## config.mk

```make
export PLATFORM = sky130hd
export DESIGN_NAME = interval_jitter_statistics_top
export DESIGN_NICKNAME = d
export VERILOG_FILES = /design/src/ijs_pkg.sv /design/src/interval_jitter_statistics_top.sv
export SDC_FILE = /design/constraint.sdc
export NUM_CORES = 2
export LEC_CHECK = 0
export ABC_AREA = 1
export BUFFER_PORTS_ARGS = -buffer_cell sky130_fd_sc_hd__buf_2
export CORE_ASPECT_RATIO = 1.75
export CORE_MARGIN = 2
export CORE_UTILIZATION = 55
export CTS_BUF_LIST = sky130_fd_sc_hd__clkbuf_4 sky130_fd_sc_hd__clkbuf_8
export DETAILED_ROUTE_END_ITERATION = 10
export GPL_TIMING_DRIVEN = 1
export PLACE_DENSITY = 0.74
export SYNTH_ARGS = -nofsm -noshare
export SYNTH_HDL_FRONTEND = slang
export SYNTH_SLANG_ARGS = --single-unit
```

## constraint.sdc

```tcl
create_clock -name clk -period 27.3 [get_ports clk]
set_input_delay 2.73 -clock clk [delete_from_list [all_inputs] [get_ports clk]]
set_output_delay 2.73 -clock clk [all_outputs]
set_load 0.005 [all_outputs]
```

## src/ijs_pkg.sv

```systemverilog
// shared constants for the interval jitter statistics block
package ijs_pkg;

  localparam int unsigned DATA_W    = 64;
  localparam int unsigned CNT_W     = $clog2(DATA_W);
  localparam int unsigned WIN_W     = 21;
  localparam int unsigned OUT_W     = 55;
  localparam int unsigned NS_W      = 10;
  localparam int unsigned DIV_W     = WIN_W + NS_W;
  localparam int unsigned REM_W     = DIV_W + 1;
  localparam int unsigned LANES     = 4;
  localparam int unsigned ADDR_W    = 3;
  localparam int unsigned PDATA_W   = 32;

  localparam logic [WIN_W-1:0] WINDOW_RESET = WIN_W'(2000);
  localparam logic [NS_W-1:0]  NS_PER_US    = NS_W'(1000);

  // divider lanes
  localparam int unsigned LANE_MIN  = 0;
  localparam int unsigned LANE_MEAN = 1;
  localparam int unsigned LANE_MAX  = 2;
  localparam int unsigned LANE_ALL  = 3;

  // register indexes
  localparam logic REG_WINDOW_COUNT = 1'b0;

  typedef logic [DATA_W-1:0] word_t;

endpackage

```

## src/interval_jitter_statistics_top.sv

```systemverilog
// interval jitter statistics: bit-serial interval update and four-lane serial divider
//
//   channel   signals                                      direction
//   input     in_valid, in_ready, tick_time_ns             into block
//   output    out_valid, out_ready, min/mean/max/all_time  out of block
//   config    psel, penable, pwrite, paddr, pwdata,        apb slave
//             prdata, pready
//
// the first tick after reset only records its timestamp. every later tick runs the
// bit-serial subtract, accumulate and compare over all 64 bits, then an update state and
// the return to idle. a tick that closes a window then runs the shared
// restoring divider (one quotient bit per cycle in all four lanes) and waits
// there while the previous report is still held in the output register.
// reset is synchronous; it clears control and window state and sets the window count to 2000.
module interval_jitter_statistics_top (
  input  logic                          clk,
  input  logic                          rst,
  input  logic                          in_valid,
  output logic                          in_ready,
  input  logic [ijs_pkg::DATA_W-1:0]    tick_time_ns,
  output logic                          out_valid,
  input  logic                          out_ready,
  output logic [ijs_pkg::OUT_W-1:0]     min_interval_us,
  output logic [ijs_pkg::OUT_W-1:0]     mean_interval_us,
  output logic [ijs_pkg::OUT_W-1:0]     max_interval_us,
  output logic [ijs_pkg::OUT_W-1:0]     all_time_max_us,
  input  logic                          psel,
  input  logic                          penable,
  input  logic                          pwrite,
  input  logic [ijs_pkg::ADDR_W-1:0]    paddr,
  input  logic [ijs_pkg::PDATA_W-1:0]   pwdata,
  output logic [ijs_pkg::PDATA_W-1:0]   prdata,
  output logic                          pready
);
  import ijs_pkg::*;

  localparam logic [2:0] S_IDLE = 3'd0;
  localparam logic [2:0] S_SER  = 3'd1;
  localparam logic [2:0] S_UPD  = 3'd2;
  localparam logic [2:0] S_LOAD = 3'd3;
  localparam logic [2:0] S_DIV  = 3'd4;
  localparam logic [2:0] S_FIN  = 3'd5;

  localparam logic [CNT_W-1:0] LAST_BIT = CNT_W'(DATA_W - 1);

  logic [2:0]        state;
  logic [CNT_W-1:0]  bit_cnt;
  logic [WIN_W-1:0]  window_count;
  logic              seen_first_tick;
  logic [WIN_W-1:0]  interval_count;
  word_t             tick_sr;
  word_t             previous_time;
  word_t             window_min;
  word_t             window_max;
  word_t             window_sum;
  word_t             overall_max;
  logic              borrow;
  logic              carry;
  logic              lt_min;
  logic              gt_max;
  logic              gt_all;

  word_t             quo [LANES];
  logic [REM_W-1:0]  rem [LANES];
  logic [DIV_W-1:0]  mean_div;

  logic              diff_bit;
  logic              borrow_next;
  logic              sum_bit;
  logic              carry_next;
  logic [WIN_W-1:0]  count_next;
  logic [WIN_W-1:0]  limit;
  logic              report;
  logic              cfg_write;
  logic              out_free;

  word_t             quo_next [LANES];
  logic [REM_W-1:0]  rem_next [LANES];

  assign in_ready  = (state == S_IDLE);
  assign pready    = 1'b1;
  assign cfg_write = psel && penable && pwrite;
  assign out_free  = !out_valid || out_ready;

  always_comb begin
    if (paddr[2] == REG_WINDOW_COUNT) begin
      prdata = PDATA_W'(window_count);
    end else begin
      prdata = '0;
    end
  end

  // serial subtract of the previous timestamp and accumulate into the sum
  assign diff_bit    = tick_sr[0] ^ previous_time[0] ^ borrow;
  assign borrow_next = (!tick_sr[0] && previous_time[0]) ||
                       (!(tick_sr[0] ^ previous_time[0]) && borrow);
  assign sum_bit     = window_sum[0] ^ diff_bit ^ carry;
  assign carry_next  = (window_sum[0] && diff_bit) || (window_sum[0] && carry) ||
                       (diff_bit && carry);

  assign count_next = interval_count + WIN_W'(1);
  assign limit      = (window_count == '0) ? WIN_W'(1) : window_count;
  assign report     = (count_next >= limit) && (count_next != '0);

  // one restoring step per lane per cycle
  always_comb begin
    logic [REM_W:0]   shifted;
    logic [REM_W:0]   divisor;
    for (int i = 0; i < LANES; i++) begin
      shifted = {rem[i], quo[i][DATA_W-1]};
      if (i == LANE_MEAN) begin
        divisor = (REM_W + 1)'(mean_div);
      end else begin
        divisor = (REM_W + 1)'(NS_PER_US);
      end
      if (shifted >= divisor) begin
        rem_next[i] = REM_W'(shifted - divisor);
        quo_next[i] = {quo[i][DATA_W-2:0], 1'b1};
      end else begin
        rem_next[i] = REM_W'(shifted);
        quo_next[i] = {quo[i][DATA_W-2:0], 1'b0};
      end
    end
  end

  always_ff @(posedge clk) begin
    if (rst) begin
      state           <= S_IDLE;
      bit_cnt         <= '0;
      window_count    <= WINDOW_RESET;
      seen_first_tick <= 1'b0;
      interval_count  <= '0;
      previous_time   <= '0;
      window_min      <= '1;
      window_max      <= '0;
      window_sum      <= '0;
      overall_max     <= '0;
      out_valid       <= 1'b0;
    end else begin
      if (cfg_write && paddr[2] == REG_WINDOW_COUNT) begin
        window_count <= pwdata[WIN_W-1:0];
      end
      if (state == S_FIN && out_free) begin
        out_valid <= 1'b1;
      end else if (out_valid && out_ready) begin
        out_valid <= 1'b0;
      end

      case (state)
        S_IDLE: begin
          if (in_valid) begin
            if (!seen_first_tick) begin
              seen_first_tick <= 1'b1;
              previous_time   <= tick_time_ns;
            end else begin
              tick_sr <= tick_time_ns;
              borrow  <= 1'b0;
              carry   <= 1'b0;
              lt_min  <= 1'b0;
              gt_max  <= 1'b0;
              gt_all  <= 1'b0;
              bit_cnt <= '0;
              state   <= S_SER;
            end
          end
        end

        S_SER: begin
          tick_sr       <= {diff_bit, tick_sr[DATA_W-1:1]};
          previous_time <= {tick_sr[0], previous_time[DATA_W-1:1]};
          window_sum    <= {sum_bit, window_sum[DATA_W-1:1]};
          window_min    <= {window_min[0], window_min[DATA_W-1:1]};
          window_max    <= {window_max[0], window_max[DATA_W-1:1]};
          overall_max   <= {overall_max[0], overall_max[DATA_W-1:1]};
          borrow        <= borrow_next;
          carry         <= carry_next;
          // lsb-first compare: the highest differing bit decides
          if (diff_bit != window_min[0]) begin
            lt_min <= !diff_bit;
          end
          if (diff_bit != window_max[0]) begin
            gt_max <= diff_bit;
          end
          if (diff_bit != overall_max[0]) begin
            gt_all <= diff_bit;
          end
          bit_cnt <= bit_cnt + CNT_W'(1);
          if (bit_cnt == LAST_BIT) begin
            state <= S_UPD;
          end
        end

        S_UPD: begin
          // tick_sr now holds the interval
          if (lt_min) begin
            window_min <= tick_sr;
          end
          if (gt_max) begin
            window_max <= tick_sr;
          end
          if (gt_all) begin
            overall_max <= tick_sr;
          end
          interval_count <= count_next;
          state          <= report ? S_LOAD : S_IDLE;
        end

        S_LOAD: begin
          // floor(floor(sum / n) / 1000) == floor(sum / (n * 1000))
          mean_div        <= DIV_W'(interval_count * NS_PER_US);
          quo[LANE_MIN]   <= window_min;
          quo[LANE_MEAN]  <= window_sum;
          quo[LANE_MAX]   <= window_max;
          quo[LANE_ALL]   <= overall_max;
          for (int i = 0; i < LANES; i++) begin
            rem[i] <= '0;
          end
          interval_count <= '0;
          window_min     <= '1;
          window_max     <= '0;
          window_sum     <= '0;
          bit_cnt        <= '0;
          state          <= S_DIV;
        end

        S_DIV: begin
          for (int i = 0; i < LANES; i++) begin
            quo[i] <= quo_next[i];
            rem[i] <= rem_next[i];
          end
          bit_cnt <= bit_cnt + CNT_W'(1);
          if (bit_cnt == LAST_BIT) begin
            state <= S_FIN;
          end
        end

        S_FIN: begin
          if (out_free) begin
            min_interval_us  <= quo[LANE_MIN][OUT_W-1:0];
            mean_interval_us <= quo[LANE_MEAN][OUT_W-1:0];
            max_interval_us  <= quo[LANE_MAX][OUT_W-1:0];
            all_time_max_us  <= quo[LANE_ALL][OUT_W-1:0];
            state            <= S_IDLE;
          end
        end

        default: begin
          state <= S_IDLE;
        end
      endcase
    end
  end

endmodule

```

# == Yosys cells after proc, flatten, opt, wreduce, memory -nomap -nowiden ==
# Memories as Yosys holds them, arrays and structs flattened.
# Cells that the tools add are included.
# word_totals
reg_bits,690
latchBits,0
mem_bits_rw,384
romBits,0
inputBits,106
n_memories,2
# memory_table
name,depth,width,rd,rd_clocked_by_memory_dff,write_ports,line,source
quo,4,64,4,0,4,interval_jitter_statistics_top.sv:63,word_t quo [LANES];
rem,4,32,4,0,4,interval_jitter_statistics_top.sv:64,logic [REM_W-1:0] rem [LANES];
# op_classes
n_addsub,6
n_mul,1
div,0
n_lt_le_gt_ge,5
eq_ne,21
n_shift,0
muxes,60
n_bitwise,14
reduce_logical,43
# op_table
operator,n
$mux 64,11
$pmux 64 s2,4
$pmux 64 s3,2
$mux 32,8
$ge 33x10->1 const B,3
$sub 32x10->32 const B,3
$mux 21,2
$pmux 21 s2,1
$ge 33x31->1,1
$sub 32x31->32,1
$mul 21x7->28 const B,1
$ne 2x2->1 const B,11
$add 21x1->21 const B,1
$ge 21x21->1,1
$logic_not 21->1,1
$reduce_bool 21->1,1
$reduce_and 5->1,4
$pmux 3 s6,1
$pmux 6 s3,1
$mux 1,17
$mux 3,5
$mux 6,2
$logic_and 1x1->1,11
$pmux 1 s2,5
other kinds (20),52

# == Logic depth before layout (Yosys ltp) ==
# depth
word_depth,6
depth_mapped,20
depth_no_buf,20

# == Worst setup path before layout ==
# No wires, ideal clock.
# synth_timing
kind,input port to flip-flop
start,input rst
end,"memory quo[0][0] (netlist name), enable pin"
arrival_ps,21541
path_slack_ps,4499
path_stages,3
path_buffers,2
path_cell_list,clkbuf_1 > clkbuf_1 > a21oi_1
# synth_lines
element,line,source
start: declaration,interval_jitter_statistics_top.sv:17,"input logic rst,"
end: declaration,interval_jitter_statistics_top.sv:63,

# == Worst setup path in the final report ==
# layout_timing
start,input paddr[2] (netlist name)
end,output prdata[20] (netlist name)
# layout_via
elab_chain_cells,1
# layout_lines
element,line,source
start: declaration,interval_jitter_statistics_top.sv:30,"input logic [ijs_pkg::ADDR_W-1:0] paddr,"
$mux 21,interval_jitter_statistics_top.sv:86,if (paddr[2] == REG_WINDOW_COUNT) begin
end: declaration,interval_jitter_statistics_top.sv:32,"output logic [ijs_pkg::PDATA_W-1:0] prdata,"
# No other way between the ends.

==> impl_metrics.py <==
metrics = {
    "timing": {
        "drv_slew": 0,
        "fmax_ghz": 0.1666,
        "slew_headroom": 0.1324,
        "fin_crit_ns": 6.002,
        "rsz0062_at_grt": "no",
        "fin_crit_sh": 0.2198,
        "fin_skew_ns": 0.04373,
        "hold_violations": 0,
        "finalSetupTns_ns": 0,
        "tightest_slew_ns": 1.301,
        "setup_viol": 0,
    },
    "synthesis": {
        "async_flop_share": 0,
        "synth-seq-cells": 1074,
        "yosys_warnings": 0,
        "synth_edf_count": 701,
        "netlist.area_leader.share": 0.4258,
        "synth_flop_cell": "edfxtp_1",
        "post-synth-top-area-cell": "edfxtp_1",
        "netlist_area_um2": 49430,
        "yosysSeqAreaShare": 0.5769,
        "syn_area_per_cell_um2": 9.499,
        "synthCells": 5204,
        "synthTopCellsByArea": "edfxtp_1 (43%), dfxtp_1 (15%), nand2_1 (10%)",
        "ys_types": 50,
    },
    "critical_path": {
        "crit_arrival_ns": 3.27,
        "crit_type": "input port to output pin",
        "r2r_slack_ns": 22.35,
        "startpoint_type": "input port",
        "r2r-end": "mean_div[30]",
        "end_kind": "output pin",
        "worst-path-max-fanout": 22,
        "r2r-start": "interval_count[3]",
        "r2r_cells": 15,
        "critPathRequiredTime_ns": 24.57,
    },
    "flow_run": {
        "max_cap_viol_count": 0,
    },
    "route": {
        "dr.pass1.iters": 6,
        "wl_um": 121300,
        "drt_iter0_markers": 2905,
        "wl_per_cell_um": 17.90,
        "vias_per_cell": 5.523,
        "vias": 37420,
        "drc_errors": 0,
        "ant_nets": 0,
    },
    "place": {
        "placedCellCount": 6488,
        "portBuffers": 335,
        "hpwl_um": 82440,
        "place_congestion": 0.9286,
        "place_area_um2": 51660,
    },
    "clocking": {
        "clockRootBuffer": "clkbuf_8",
        "clock_path_buffers": 3,
        "cts.htree.levels": 4,
        "clock_latency_ns": 0.88,
        "hold_buffers": 0,
        "ctsResizeCount": 0,
        "cts_inserted_buffers": 151,
        "clkSinkCount": 1074,
        "postCtsSetupRepairBufs": 0,
        "cts.clk_slew.worst_paths_ns": 0.07,
        "cts_tree": "done",
    },
    "power_and_ir_drop": {
        "internal_power_uw": 3049,
        "power_frac_seq": 0.501,
        "p_leak_uw": 0.02141,
        "power_switching_uw": 1432,
        "clockPowerShare": 0.293,
        "power_density_nw_per_um2": 81.68,
        "combPwrFrac": 0.207,
        "irDropWorstVdd_mv": 0.06995,
        "p_sw_frac": 0.3196,
    },
    "final_layout": {
        "layoutNonFillerInstCount": 6776,
        "fillers": 7556,
        "final_layout_size_suffix_gt1_frac": 0.1221,
        "fin_util": 0.6146,
        "layout_commonest_cell": "nand2_1",
        "mostFrequentLayoutCells": "nand2_1 (1330), edfxtp_1 (701), o21ai_0 (547)",
        "area_growth_pct": 10.99,
        "fin_area_um2": 54860,
        "nets": 5765,
    },
    "die": {
        "ios": 361,
        "start_util": 0.5538,
        "die_h_um": 400.6,
        "die_area_um2": 92380,
        "rows": 145,
        "core_um2": 89260,
        "die_w_um": 230.6,
    },
    "outcome": {
        "status": "complete, no violations",
    },
    "hold_path": {
        "holdPathStages": 0,
        "hp-start": "quo[2][31]",
        "min_to": "max_interval_us[31]",
        "holdCritPathClass": "flop to flop",
    },
    "global_routing": {
        "grt_pass1_wl_um": 191400,
        "grt_pass1_vias": 36690,
        "antenna_found_initial": 16,
        "grt_max_degree": 255,
        "grt_use_total": 0.2613,
        "overflow": 0,
    },
}
stage by stage:
step	hold WS (ns)	power, µW	setup WS (ns)
final	0.4427	4481	21.30
after global routing	0.4512	4724	21.22
after floorplan	0.4268	2996	4.499
after CTS	0.4384	4506	21.31
after global placement	0.4317	3157	21.34
after detailed placement	0.4317	3195	21.31
power by group through the flow:
stage	Clock [µW]	Sequential [µW]	Combinational [µW]
after global routing	1400	2270	1050
after CTS	1340	2240	927
after floorplan	0	2280	718
final	1310	2240	926
after global placement	0	2260	892
after detailed placement	0	2270	922
critical path: stages:
cell	delay (ns)
buf_2	0.30
nor2_1	0.10
buf_2	0.14
worst max path at each step:
stage,from,slack (ns),to
after floorplan,rst,4.50,quo[0][0]
after global placement,paddr[2],21.34,prdata[12]
after detailed placement,paddr[2],21.31,prdata[20]
after CTS,paddr[2],21.31,prdata[20]
after global routing,paddr[2],21.22,prdata[16]
final,paddr[2],21.30,prdata[20]
cell usage after synthesis (16+ instances only):
master	instances
o21ai_1	69
nand3_1	89
o211ai_1	18
fa_1	77
a31oi_1	69
nand4_1	30
xnor2_1	56
nor3_1	39
nor2_1	317
xor2_1	54
nand2_1	1331
buf_1	21
dfxtp_1	373
o21ai_0	547
inv_2	16
ha_1	117
o22ai_1	64
edfxtp_1	701
inv_1	438
buf_2	66
a21oi_1	437
clkbuf_1	130
buf_4	46
metal layers:
layer,wire length (µm),GRT usage,up-vias
met1,46270,0.2987,17840
li1,-,-,18110
met3,7142,0.05368,305
met4,5588,0.1234,16
met2,62200,0.4649,1154
met5,103,0,-
registers in the layout, indices dropped and copies added (netlist names), 3 cells and up:
| name | cells |
|---|---|
| rem | 128 |
| previous_time | 64 |
| mean_interval_us | 55 |
| window_count | 21 |
| tick_sr | 64 |
| mean_div | 28 |
| all_time_max_us | 55 |
| interval_count | 21 |
| quo | 256 |
| window_min | 64 |
| window_sum | 64 |
| state | 3 |
| bit_cnt | 6 |
| window_max | 64 |
| overall_max | 64 |
| min_interval_us | 55 |
| max_interval_us | 55 |
cells by family after synthesis:
group / Yosys count / share of synthesized area
AO/OA/AOI/OAI: 1239 / 0.1320
XOR/XNOR: 110 / 0.01949
adder cells (fa/ha/maj): 194 / 0.06080
buffers and inverters: 728 / 0.06133
flip-flops: 1074 / 0.5769
other: 2 / 0.0001519
AND/OR/NAND/NOR: 1857 / 0.1494
cell type report:
class,instances,area (µm²),area share
diodes,8,20.02,0.0003649
clock buffers,220,2728,0.04972
clock inverters,60,450.4,0.008210
inverters,455,1723,0.03140
multi-input cells,3412,17970,0.3276
flip-flops and latches,1074,28520,0.5198
well taps,1176,1471,0.02682
repair buffers,371,1978,0.03606
Power figures use the tool's default switching activity.
